==> src/rtl/lpw_pkg.sv <==
package lpw_pkg;

    // Coordinate width of the endpoints and of the walker position.
    localparam int COORD_BITS = 16;

    // Width and height registers of the frame buffer.
    localparam int DIM_BITS = 13;
    localparam int ADDR_BITS = 24;
    localparam int COLOR_BITS = 32;

    // The major error term grows by at most one delta per pixel over at most
    // 2^COORD_BITS pixels, so it stays below 2^(2*COORD_BITS) in magnitude.
    localparam int ERR_BITS = 2 * COORD_BITS + 2;

    // Width that holds both a sign-extended coordinate and a frame dimension.
    localparam int CMP_BITS = ((COORD_BITS > DIM_BITS) ? COORD_BITS : DIM_BITS) + 1;

    localparam logic [DIM_BITS-1:0] WIDTH_RESET = DIM_BITS'(640);
    localparam logic [DIM_BITS-1:0] HEIGHT_RESET = DIM_BITS'(480);

    typedef enum logic
    {
        REQ_LOAD = 1'b0,
        REQ_STEP = 1'b1
    } req_kind_t;

    typedef enum logic
    {
        REG_IMAGE_WIDTH = 1'b0,
        REG_IMAGE_HEIGHT = 1'b1
    } cfg_reg_t;

    typedef struct packed
    {
        req_kind_t                     req_type;
        logic signed [COORD_BITS-1:0]  start_x;
        logic signed [COORD_BITS-1:0]  start_y;
        logic signed [COORD_BITS-1:0]  end_x;
        logic signed [COORD_BITS-1:0]  end_y;
        logic [COLOR_BITS-1:0]         color_rgba;
    } req_t;

    typedef struct packed
    {
        logic [ADDR_BITS-1:0]  pixel_address;
        logic [COLOR_BITS-1:0] pixel_color;
        logic                  write_enable;
        logic                  last_pixel;
    } pix_t;

    // Current walker position handed from the stepper to the output stage.
    typedef struct packed
    {
        logic signed [COORD_BITS-1:0] cur_x;
        logic signed [COORD_BITS-1:0] cur_y;
        logic [COLOR_BITS-1:0]        color;
        logic                         last;
    } pix_info_t;

endpackage

==> src/rtl/lpw_stepper.sv <==
module lpw_stepper
    import lpw_pkg::*;
(
    input  logic      clk,
    input  logic      rst_n,
    input  logic      load_fire,
    input  logic      step_fire,
    input  req_t      req,
    output logic      line_active,
    output pix_info_t info
);

    logic                         active_reg;
    logic signed [COORD_BITS-1:0] cur_x_reg;
    logic signed [COORD_BITS-1:0] cur_y_reg;
    logic [COORD_BITS-1:0]        delta_x_reg;
    logic [COORD_BITS-1:0]        delta_y_reg;
    logic                         dir_x_neg_reg;
    logic                         dir_y_neg_reg;
    logic signed [ERR_BITS-1:0]   error_x_reg;
    logic signed [ERR_BITS-1:0]   error_y_reg;
    logic [COORD_BITS-1:0]        steps_left_reg;
    logic [COLOR_BITS-1:0]        color_reg;

    logic signed [COORD_BITS:0]   dx_full;
    logic signed [COORD_BITS:0]   dy_full;
    logic [COORD_BITS-1:0]        load_dx;
    logic [COORD_BITS-1:0]        load_dy;

    logic signed [ERR_BITS-1:0]   ex_sum;
    logic signed [ERR_BITS-1:0]   ey_sum;
    logic signed [ERR_BITS:0]     ex_dbl;
    logic signed [ERR_BITS:0]     ey_dbl;
    logic signed [ERR_BITS:0]     dx_cmp;
    logic signed [ERR_BITS:0]     dy_cmp;
    logic                         adv_x;
    logic                         adv_y;
    logic signed [COORD_BITS-1:0] cur_x_next;
    logic signed [COORD_BITS-1:0] cur_y_next;
    logic signed [ERR_BITS-1:0]   error_x_next;
    logic signed [ERR_BITS-1:0]   error_y_next;
    logic                         last;

    // Endpoint deltas and directions for a new line.
    always_comb
    begin
        dx_full = {req.end_x[COORD_BITS-1], req.end_x} - {req.start_x[COORD_BITS-1], req.start_x};
        dy_full = {req.end_y[COORD_BITS-1], req.end_y} - {req.start_y[COORD_BITS-1], req.start_y};
        load_dx = dx_full[COORD_BITS] ? COORD_BITS'(-dx_full) : dx_full[COORD_BITS-1:0];
        load_dy = dy_full[COORD_BITS] ? COORD_BITS'(-dy_full) : dy_full[COORD_BITS-1:0];
    end

    // One pixel step: accumulate both errors and advance each axis on its test.
    always_comb
    begin
        ex_sum = error_x_reg + $signed({{(ERR_BITS-COORD_BITS){1'b0}}, delta_x_reg});
        ey_sum = error_y_reg + $signed({{(ERR_BITS-COORD_BITS){1'b0}}, delta_y_reg});
        ex_dbl = {ex_sum, 1'b0};
        ey_dbl = {ey_sum, 1'b0};
        dx_cmp = $signed({{(ERR_BITS+1-COORD_BITS){1'b0}}, delta_x_reg});
        dy_cmp = $signed({{(ERR_BITS+1-COORD_BITS){1'b0}}, delta_y_reg});
        adv_y = ey_dbl > dx_cmp;
        adv_x = ex_dbl > dy_cmp;

        cur_x_next = cur_x_reg;
        error_x_next = ex_sum;
        if (adv_x)
        begin
            cur_x_next = dir_x_neg_reg ? cur_x_reg - COORD_BITS'(1) : cur_x_reg + COORD_BITS'(1);
            error_x_next = ex_sum - $signed({{(ERR_BITS-COORD_BITS){1'b0}}, delta_y_reg});
        end

        cur_y_next = cur_y_reg;
        error_y_next = ey_sum;
        if (adv_y)
        begin
            cur_y_next = dir_y_neg_reg ? cur_y_reg - COORD_BITS'(1) : cur_y_reg + COORD_BITS'(1);
            error_y_next = ey_sum - $signed({{(ERR_BITS-COORD_BITS){1'b0}}, delta_x_reg});
        end

        last = (steps_left_reg == '0);
    end

    always_ff @(posedge clk or negedge rst_n)
    begin
        if (!rst_n)
        begin
            active_reg <= 1'b0;
        end
        else if (load_fire)
        begin
            active_reg <= 1'b1;
        end
        else if (step_fire && last)
        begin
            active_reg <= 1'b0;
        end
    end

    always_ff @(posedge clk)
    begin
        if (load_fire)
        begin
            cur_x_reg <= req.start_x;
            cur_y_reg <= req.start_y;
            delta_x_reg <= load_dx;
            delta_y_reg <= load_dy;
            dir_x_neg_reg <= req.start_x > req.end_x;
            dir_y_neg_reg <= req.start_y > req.end_y;
            error_x_reg <= '0;
            error_y_reg <= '0;
            steps_left_reg <= (load_dx > load_dy) ? load_dx : load_dy;
            color_reg <= req.color_rgba;
        end
        else if (step_fire && !last)
        begin
            cur_x_reg <= cur_x_next;
            cur_y_reg <= cur_y_next;
            error_x_reg <= error_x_next;
            error_y_reg <= error_y_next;
            steps_left_reg <= steps_left_reg - COORD_BITS'(1);
        end
    end

    assign line_active = active_reg;
    assign info.cur_x = cur_x_reg;
    assign info.cur_y = cur_y_reg;
    assign info.color = color_reg;
    assign info.last = last;

endmodule

==> src/rtl/lpw_pixel_out.sv <==
module lpw_pixel_out
    import lpw_pkg::*;
(
    input  logic                clk,
    input  logic                rst_n,
    input  logic                step_fire,
    input  pix_info_t           info,
    input  logic [DIM_BITS-1:0] image_width,
    input  logic [DIM_BITS-1:0] image_height,
    input  logic                pix_ready,
    output logic                pix_valid,
    output pix_t                pix,
    output logic                room
);

    logic                  valid_reg;
    pix_t                  pix_reg;
    logic [CMP_BITS-1:0]   x_c;
    logic [CMP_BITS-1:0]   y_c;
    logic                  in_frame;
    logic [2*DIM_BITS-1:0] row_base;
    logic [ADDR_BITS-1:0]  addr;
    pix_t                  pix_next;

    always_comb
    begin
        x_c = {{(CMP_BITS-COORD_BITS){info.cur_x[COORD_BITS-1]}}, info.cur_x};
        y_c = {{(CMP_BITS-COORD_BITS){info.cur_y[COORD_BITS-1]}}, info.cur_y};
        in_frame = !x_c[CMP_BITS-1] && !y_c[CMP_BITS-1]
                   && (x_c < CMP_BITS'(image_width)) && (y_c < CMP_BITS'(image_height));
        // Inside the frame both coordinates are below 2^DIM_BITS.
        row_base = y_c[DIM_BITS-1:0] * image_width;
        addr = ADDR_BITS'(row_base) + ADDR_BITS'(x_c[DIM_BITS-1:0]);

        pix_next.pixel_address = in_frame ? addr : '0;
        pix_next.pixel_color = info.color;
        pix_next.write_enable = in_frame;
        pix_next.last_pixel = info.last;
    end

    always_ff @(posedge clk or negedge rst_n)
    begin
        if (!rst_n)
        begin
            valid_reg <= 1'b0;
        end
        else if (step_fire)
        begin
            valid_reg <= 1'b1;
        end
        else if (pix_ready)
        begin
            valid_reg <= 1'b0;
        end
    end

    always_ff @(posedge clk)
    begin
        if (step_fire)
        begin
            pix_reg <= pix_next;
        end
    end

    assign room = !valid_reg || pix_ready;
    assign pix_valid = valid_reg;
    assign pix = pix_reg;

endmodule

==> src/rtl/line_pixel_walker_core.sv <==
// Channel  Direction  Handshake              Payload
// req      in         req_valid / req_ready  req_t: load a line or step one pixel
// pix      out        pix_valid / pix_ready  pix_t: address, color, enable, last
// cfg      in         cfg_valid / cfg_ready  cfg_index, cfg_data: frame size
//
// A step transfer writes its pixel into the output register on the edge that
// accepts it, so one pixel leaves per clock while pix_ready stays high.
// The rate is set by the single output register and the step logic feeding it.
// Reset clears the line-active flag and the output valid; the frame size returns
// to 640 by 480. When the output register is full and not drained, req_ready
// drops and the walker holds its position until the pixel is taken.
module line_pixel_walker_core
    import lpw_pkg::*;
(
    input  logic                clk,
    input  logic                rst_n,
    input  logic                req_valid,
    output logic                req_ready,
    input  req_t                req,
    output logic                pix_valid,
    input  logic                pix_ready,
    output pix_t                pix,
    input  logic                cfg_valid,
    output logic                cfg_ready,
    input  cfg_reg_t            cfg_index,
    input  logic [DIM_BITS-1:0] cfg_data
);

    logic [DIM_BITS-1:0] width_reg;
    logic [DIM_BITS-1:0] height_reg;
    logic                req_fire;
    logic                load_fire;
    logic                step_fire;
    logic                line_active;
    logic                room;
    pix_info_t           info;

    // A step transfer with no line armed is consumed and gives no pixel.
    assign req_fire = req_valid && req_ready;
    assign load_fire = req_fire && (req.req_type == REQ_LOAD);
    assign step_fire = req_fire && (req.req_type == REQ_STEP) && line_active;
    assign req_ready = room;
    assign cfg_ready = 1'b1;

    // Frame size; write only while the walker is idle, not enforced by the block.
    always_ff @(posedge clk or negedge rst_n)
    begin
        if (!rst_n)
        begin
            width_reg <= WIDTH_RESET;
            height_reg <= HEIGHT_RESET;
        end
        else if (cfg_valid)
        begin
            case (cfg_index)
                REG_IMAGE_WIDTH:  width_reg <= cfg_data;
                REG_IMAGE_HEIGHT: height_reg <= cfg_data;
                default:          ;
            endcase
        end
    end

    // Position, error terms and remaining pixel count of the active line.
    lpw_stepper u_stepper
    (
        .clk         (clk),
        .rst_n       (rst_n),
        .load_fire   (load_fire),
        .step_fire   (step_fire),
        .req         (req),
        .line_active (line_active),
        .info        (info)
    );

    // Bounds check, frame buffer address and the output register.
    lpw_pixel_out u_pixel_out
    (
        .clk          (clk),
        .rst_n        (rst_n),
        .step_fire    (step_fire),
        .info         (info),
        .image_width  (width_reg),
        .image_height (height_reg),
        .pix_ready    (pix_ready),
        .pix_valid    (pix_valid),
        .pix          (pix),
        .room         (room)
    );

`ifndef SYNTHESIS
    // Every accepted step on an active line leaves a pixel in the output register.
    assert property (@(posedge clk) disable iff (!rst_n) step_fire |=> pix_valid)
        else $error("step transfer produced no pixel");

    // The final pixel of a line disarms the walker.
    assert property (@(posedge clk) disable iff (!rst_n) (step_fire && info.last) |=> !line_active)
        else $error("line still active after its final pixel");

    // A pixel outside the frame carries a zero address.
    assert property (@(posedge clk) disable iff (!rst_n)
        (pix_valid && !pix.write_enable) |-> (pix.pixel_address == '0))
        else $error("out-of-bounds pixel with nonzero address");
`endif

endmodule

==> config.mk <==
export PLATFORM = sky130hd
export DESIGN_NAME = line_pixel_walker_core
export DESIGN_NICKNAME = d
export VERILOG_FILES = /design/src/rtl/lpw_pkg.sv /design/src/rtl/lpw_stepper.sv /design/src/rtl/lpw_pixel_out.sv /design/src/rtl/line_pixel_walker_core.sv
export SDC_FILE = /design/constraint.sdc
export NUM_CORES = 1
export LEC_CHECK = 0
export BUFFER_PORTS_ARGS = -buffer_cell sky130_fd_sc_hd__buf_2
export CORE_UTILIZATION = 50
export DETAILED_ROUTE_END_ITERATION = 10
export PLACE_DENSITY = 0.68
export SETUP_SLACK_MARGIN = 0.1
export SKIP_CTS_REPAIR_TIMING = 1
export SLEW_MARGIN = 30
export SYNTH_ARGS = -nofsm -noshare
export SYNTH_HDL_FRONTEND = slang
export SYNTH_SLANG_ARGS = --single-unit
==> constraint.sdc <==
create_clock -name clk -period 18.9 [get_ports clk]
set_clock_uncertainty 0.1 [all_clocks]
set_input_delay 3.78 -clock clk [delete_from_list [all_inputs] [get_ports clk]]
set_output_delay 3.78 -clock clk [all_outputs]
set_load 0.005 [all_outputs]
==> impl_metrics.ini, run 1 <==
[setup_path]
ff2ff_path_depth = 20
reg2reg_slack_ns = 12.33
reg2reg_to = u_pixel_out.pix[57]
max_stage_delay_ns = 0.53
crit_slowest_cell = o2bb2ai_2
r2r-start = u_stepper.cur_y_reg[6]
cp_max_fo = 16
cpMostUsedCell = o21a_1
critPathArrivalTime_ns = 9.23
worstSetupStartpointType = primary input
cp-end-kind = flip-flop
crit_required_ns = 19.06
worstSetupPathType = primary input to flip-flop

[synth]
yosysWarnings = 0
netlist_instances = 2969
yosys.area.top_type = edfxtp_1
synth_seq_cells = 268
synth_area_sq_um = 26610
async_flop_share = 0.1045
ys.flop_type = edfxtp_1
synth_area_leaders = edfxtp_1 19%, ha_1 13%, fa_1 10%
synth_nets = 3500
synth_seq_area_share = 0.2719
avgSynthCellArea_sq_um = 8.963
synth_cell_types = 112
synth_edf_count = 172
synth_top_area_share = 0.1941

[floorplan]
die-height_um = 232.7
die_area_sq_um = 54150
top_level_ports = 177
initial_core_util = 0.5064
core-area_sq_um = 52550
die_width_um = 232.7
rows = 84

[routing]
dr_total_vias = 22280
drcViolationCount = 0
totalWireLength_um = 71220
dr.pass1.iters = 5
drt-vias-per-instance = 5.856
wl_per_cell_um = 18.72
antenna_left = 0
drt_iter0_drc = 1519

[cells_and_area]
final_common_cell = inv_1
final_cell_mix = 329 x inv_1, 278 x ha_1, 253 x nand2_1, 205 x nor2_1, 175 x buf_2
nNetsFinal = 3622
largest_reg_flops = 58
diodes = 0
area_growth_pct = 9.704
final_cell_area_sq_um = 29190
drive_above_1_share = 0.1098
finalNonFillerCells = 3804
final_core_util = 0.5555

[run]
maxCapViolations = 0

[global_routing]
antenna_found_initial = 1
grt_first_pass_wirelength_um = 113500
grt.total_usage = 0.2623
grt_pass1_vias = 22010
grt_max_degree = 70
overflow = 0

[cts]
cts_tree = built
clock_sinks = 268
clkLatencyLatePin_ns = 0.56
h-tree-depth = 2
numCtsBuffers = 34
clk_path_buf_depth = 3
cts.clk_slew.worst_paths_ns = 0.06
cts_root_buf = clkbuf_16

[min_path]
worstHoldPathType = flip-flop to flip-flop
whs_endpoint = u_pixel_out.pix[12]
whs_path_depth = 0
holdCritStartpoint = u_stepper.color_reg[10]

[placed_design]
place_hpwl_um = 55440
dpl-instance-area_sq_um = 28050
io_buffers = 175
place_inst = 3743
gp_congestion = 0.9535

[timing]
rsz0062_at_grt = false
worst_slew_pin_slew_ns = 1.024
timing.final.crit_share = 0.4799
hold_viol = 0
finalMaxSlewViolations = 0
fmax_mhz = 110.2
relSlewSlack = 0.3157
setup-violations-final = 0
period_minus_slack_ns = 9.071
setup_tns_ns = 0

[outcome]
status = finished clean
[kinds of logic (layout without fill, tap and decap cells)]
family	Yosys count	after routing	share of synthesized area
and+or+nand+nor	944	944	0.1777
AOI/OAI and AO/OA	664	664	0.1705
buffers and inverters	437	584	0.06324
adders and majority gates	415	415	0.2338
DFF	268	268	0.2719
xor gates and xnor gates	177	177	0.05825
muxes	63	63	0.02459
other	1	1	0.0001409
[Yosys cell counts (all sizes together) (32+ instances only)]
cell,n
xnor2,113
nand3,103
fa,137
and3,32
a211oi,37
nand2,254
a21o,47
ha,278
clkbuf,78
mux2i,44
a21oi,154
edfxtp,172
o21a,46
dfxtp,68
and2,79
o21ai,164
nor3,70
inv,330
or3,34
xor2,64
nor2,206
[final cells by class]
type | instances | area [sq um]
inverter | 334 | 1256
multi-input combinational | 2264 | 17730
sequential | 268 | 7234
clock buffer | 42 | 964.7
timing repair buffer | 189 | 980.9
fill | 4771 | 23360
tap | 688 | 860.8
clock inverter | 19 | 167.7
[worst max-delay path by stage]
stage / from / end / slack, ns
6_report: req[32] / u_stepper.steps_left_reg[12] / 9.83
5_1_grt: req[32] / u_stepper.steps_left_reg[14] / 9.33
4_1_cts: req[32] / u_stepper.steps_left_reg[12] / 9.56
3_5_place_dp: req[32] / u_stepper.steps_left_reg[12] / 8.99
3_3_place_gp: req[32] / u_stepper.steps_left_reg[14] / 8.90
2_1_floorplan: req[32] / u_stepper.steps_left_reg[0] / 9.77
[worst max-delay path: cells and delay by family]
family                   cells  cell delay [ns]
AO/OA/AOI/OAI               15             3.13
adder cells (fa/ha/maj)      3             0.91
multiplexers                 1             0.24
buffers and inverters        4             0.30
AND/OR/NAND/NOR              4             0.86
[stage by stage]
stage	setup slack, ns	hold slack (ns)
after floorplan	9.774	0.3003
after global placement	8.904	0.3002
after detailed placement	8.992	0.3045
after CTS	9.558	0.3182
after global routing	9.327	0.3222
final	9.829	0.3150
[routing by layer]
layer / vias to the layer above / routed length, um / global-route usage
li1: 10720 / - / -
met1: 10810 / 31480 / 0.3465
met2: 633 / 33970 / 0.4443
met3: 116 / 3729 / 0.03419
met4: 2 / 2020 / 0.08170
met5: - / 13 / 0
Power of run 1 is left out: the tool's default activity adds up to more than one toggle a clock period on the data nets, which glitch-free logic cannot reach.
==> run 2: changes to the inputs <==
--- a/config.mk
+++ b/config.mk
@@ -5,6 +5,7 @@
 export SDC_FILE = /design/constraint.sdc
 export NUM_CORES = 1
 export LEC_CHECK = 0
+export ABC_AREA = 1
 export BUFFER_PORTS_ARGS = -buffer_cell sky130_fd_sc_hd__buf_2
 export CORE_UTILIZATION = 50
 export DETAILED_ROUTE_END_ITERATION = 10
==> constraint.sdc (replaced) <==
create_clock -name clk -period 8.7 [get_ports clk]
set_clock_uncertainty 0.1 [all_clocks]
set_input_delay 1.74 -clock clk [delete_from_list [all_inputs] [get_ports clk]]
set_output_delay 1.74 -clock clk [all_outputs]
set_load 0.005 [all_outputs]
==> run 2 against run 1 <==
Net effect: worst hold slack worse by 0.0035 ns; sequential share of layout area is 1.7 points lower; register-to-register slack worse by 10 ns; synthesized cell count is 36% higher; cell area grew 7.2%; critical path type is now flip-flop to flip-flop; cell count rose by 31%; largest cell class unchanged.
==> impl_metrics.ini, run 2 <==
[outcome]
status = finished clean

[floorplan]
die_width_um = 240.8
initial_core_util = 0.5055
die-height_um = 240.8
rows = 87
top_level_ports = 177
die_area_sq_um = 57970
core-area_sq_um = 56390

[setup_path]
crit_buf_inv = 9
path_delay_family = adder cells
crit_slowest_cell = edfxtp_1
crit_required_ns = 8.92
cp-end-kind = flip-flop
max_stage_delay_ns = 0.71
cpMostUsedCell = inv_1
r2r-start = u_stepper.cur_y_reg[5]
startpoint = u_stepper.cur_y_reg[5]
critPathArrivalTime_ns = 6.83
worstSetupStartpointType = flip-flop
cp_max_fo = 15
worstSetupPathType = flip-flop to flip-flop

[synth]
yosys.area.top_type = edfxtp_1
avgSynthCellArea_sq_um = 7.045
yosysWarnings = 0
synth_seq_cells = 268
synth_seq_area_share = 0.2538
netlist_instances = 4046
synth_cell_types = 60
synth_top_area_share = 0.1812
synth_area_leaders = edfxtp_1 18%, nand2_1 16%, ha_1 12%
yosysMostFrequentCell = nand2_1
synth_edf_count = 172
synth_nets = 4577
ys_top_cells_by_count = 1231 x nand2_1, 722 x inv_1, 307 x nand3_1, 278 x ha_1, 255 x nor2_1
async_flop_share = 0.1045
synth_area_sq_um = 28500
ys.flop_type = edfxtp_1

[cts]
cts_root_buf = clkbuf_16
clock_sinks = 268
numCtsBuffers = 36
h-tree-depth = 2
cts_tree = built
clkLatencyLatePin_ns = 0.58
cts.clk_slew.worst_paths_ns = 0.06
clk_path_buf_depth = 3

[routing]
drcViolationCount = 0
wl_per_cell_um = 15.78
antenna_left = 0
dr.pass1.iters = 5
drt-vias-per-instance = 5.165
dr_total_vias = 25680
drt_iter0_drc = 1668
totalWireLength_um = 78460

[power_and_ir_drop]
pwr_density_cell_nw_per_um2 = 425.4
p_leak_nw = 16.75
peakVddDrop_mv = 1.354

[cells_and_area]
drive_above_1_share = 0.08209
final_cell_mix = 1231 x nand2_1, 721 x inv_1, 307 x nand3_1, 278 x ha_1, 252 x nor2_1
final_common_cell = nand2_1
largest_reg_flops = 58
area_growth_pct = 9.780
fillers = 5578
nNetsFinal = 4718
final_core_util = 0.5550

[min_path]
holdCritStartpoint = u_stepper.color_reg[9]
worstHoldPathType = flip-flop to flip-flop

[timing]
setup_tns_ns = 0
rsz0062_at_grt = false
timing.final.crit_share = 0.7597
fmax_mhz = 151.3
hold_viol = 0
worst_slew_pin_slew_ns = 0.8481
finalMaxSlewViolations = 0
setup-violations-final = 0
relSlewSlack = 0.4332
period_minus_slack_ns = 6.610

[run]
maxCapViolations = 0

[global_routing]
grt.total_usage = 0.2763
antenna_found_initial = 1
overflow = 0
grt_pass1_vias = 25000
grt_max_degree = 75
grt_first_pass_wirelength_um = 127000

[placed_design]
io_buffers = 175
gp_congestion = 0.9311
place_hpwl_um = 61130
[run 2: through the flow]
stage / area, sq um / total power [mW] / cells / setup slack [ns] / hold WS [ns]
4_1_cts: 31280 / 13.30 / 4971 / 2.096 / 0.3147
6_report: 31290 / 13.31 / 4972 / 2.090 / 0.3114
2_1_floorplan: 28500 / 9.367 / 4046 / 2.769 / 0.3003
3_3_place_gp: 30040 / 11.59 / 4905 / 1.714 / 0.3008
5_1_grt: 31290 / 14.81 / 4972 / 1.669 / 0.3183
3_5_place_dp: 30040 / 11.66 / 4905 / 1.640 / 0.3045
[run 2: per-layer routing]
| metal | GRT usage | share of wire |
|---|---|---|
| met1 | 0.3504 | 0.44 |
| met2 | 0.4920 | 0.49 |
| met3 | 0.02974 | 0.043 |
| met4 | 0.08400 | 0.028 |
| met5 | 0 | 0 |
[run 2: cell type report]
class,instances,area [sq um],share of cell area
multi-input combinational,2955,18130,0.5794
sequential,268,7234,0.2312
inverter,740,2778,0.08876
clock buffer,42,974.7,0.03115
timing repair buffer,186,962.2,0.03075
tap,756,945.9,0.03023
clock inverter,24,265.3,0.008477
antenna,1,2.502,0.00007997
[run 2: final timing paths]
path | endpoint | slack [ns] | depth (start not counted)
max | u_pixel_out.pix[53] | 2.09 | 26
min | u_pixel_out.pix[11] | 0.31 | 0
max reg2reg | u_pixel_out.pix[53] | 2.09 | 26
min reg2reg | u_pixel_out.pix[11] | 0.31 | 0
max in group asynchronous | width_reg[4] | 7.00 | 1
min in group asynchronous | width_reg[11] | 1.09 | 1
[run 2: kinds of logic (layout without fill, tap and decap cells)]
group | count (synthesis) | in the layout | share of synthesized area
XOR/XNOR | 138 | 138 | 0.04293
other | 1 | 2 | 0.0001316
AND/OR/NAND/NOR | 1974 | 1974 | 0.2918
flip-flops | 268 | 268 | 0.2538
AO/OA/AOI/OAI | 427 | 427 | 0.08178
adder cells (fa/ha/maj) | 415 | 415 | 0.2182
buffers and inverters | 823 | 992 | 0.1114
[run 2: where the power goes]
part           internal [mW]  leakage, nW  switching [mW]  total (mW)
clock network          0.906        0.597           0.644        1.55
logic                   3.65         13.6            6.17        9.83
registers               1.62         2.53           0.314        1.93
total                   6.18         16.8            7.13        13.3
(Power assumes the default switching activity.)
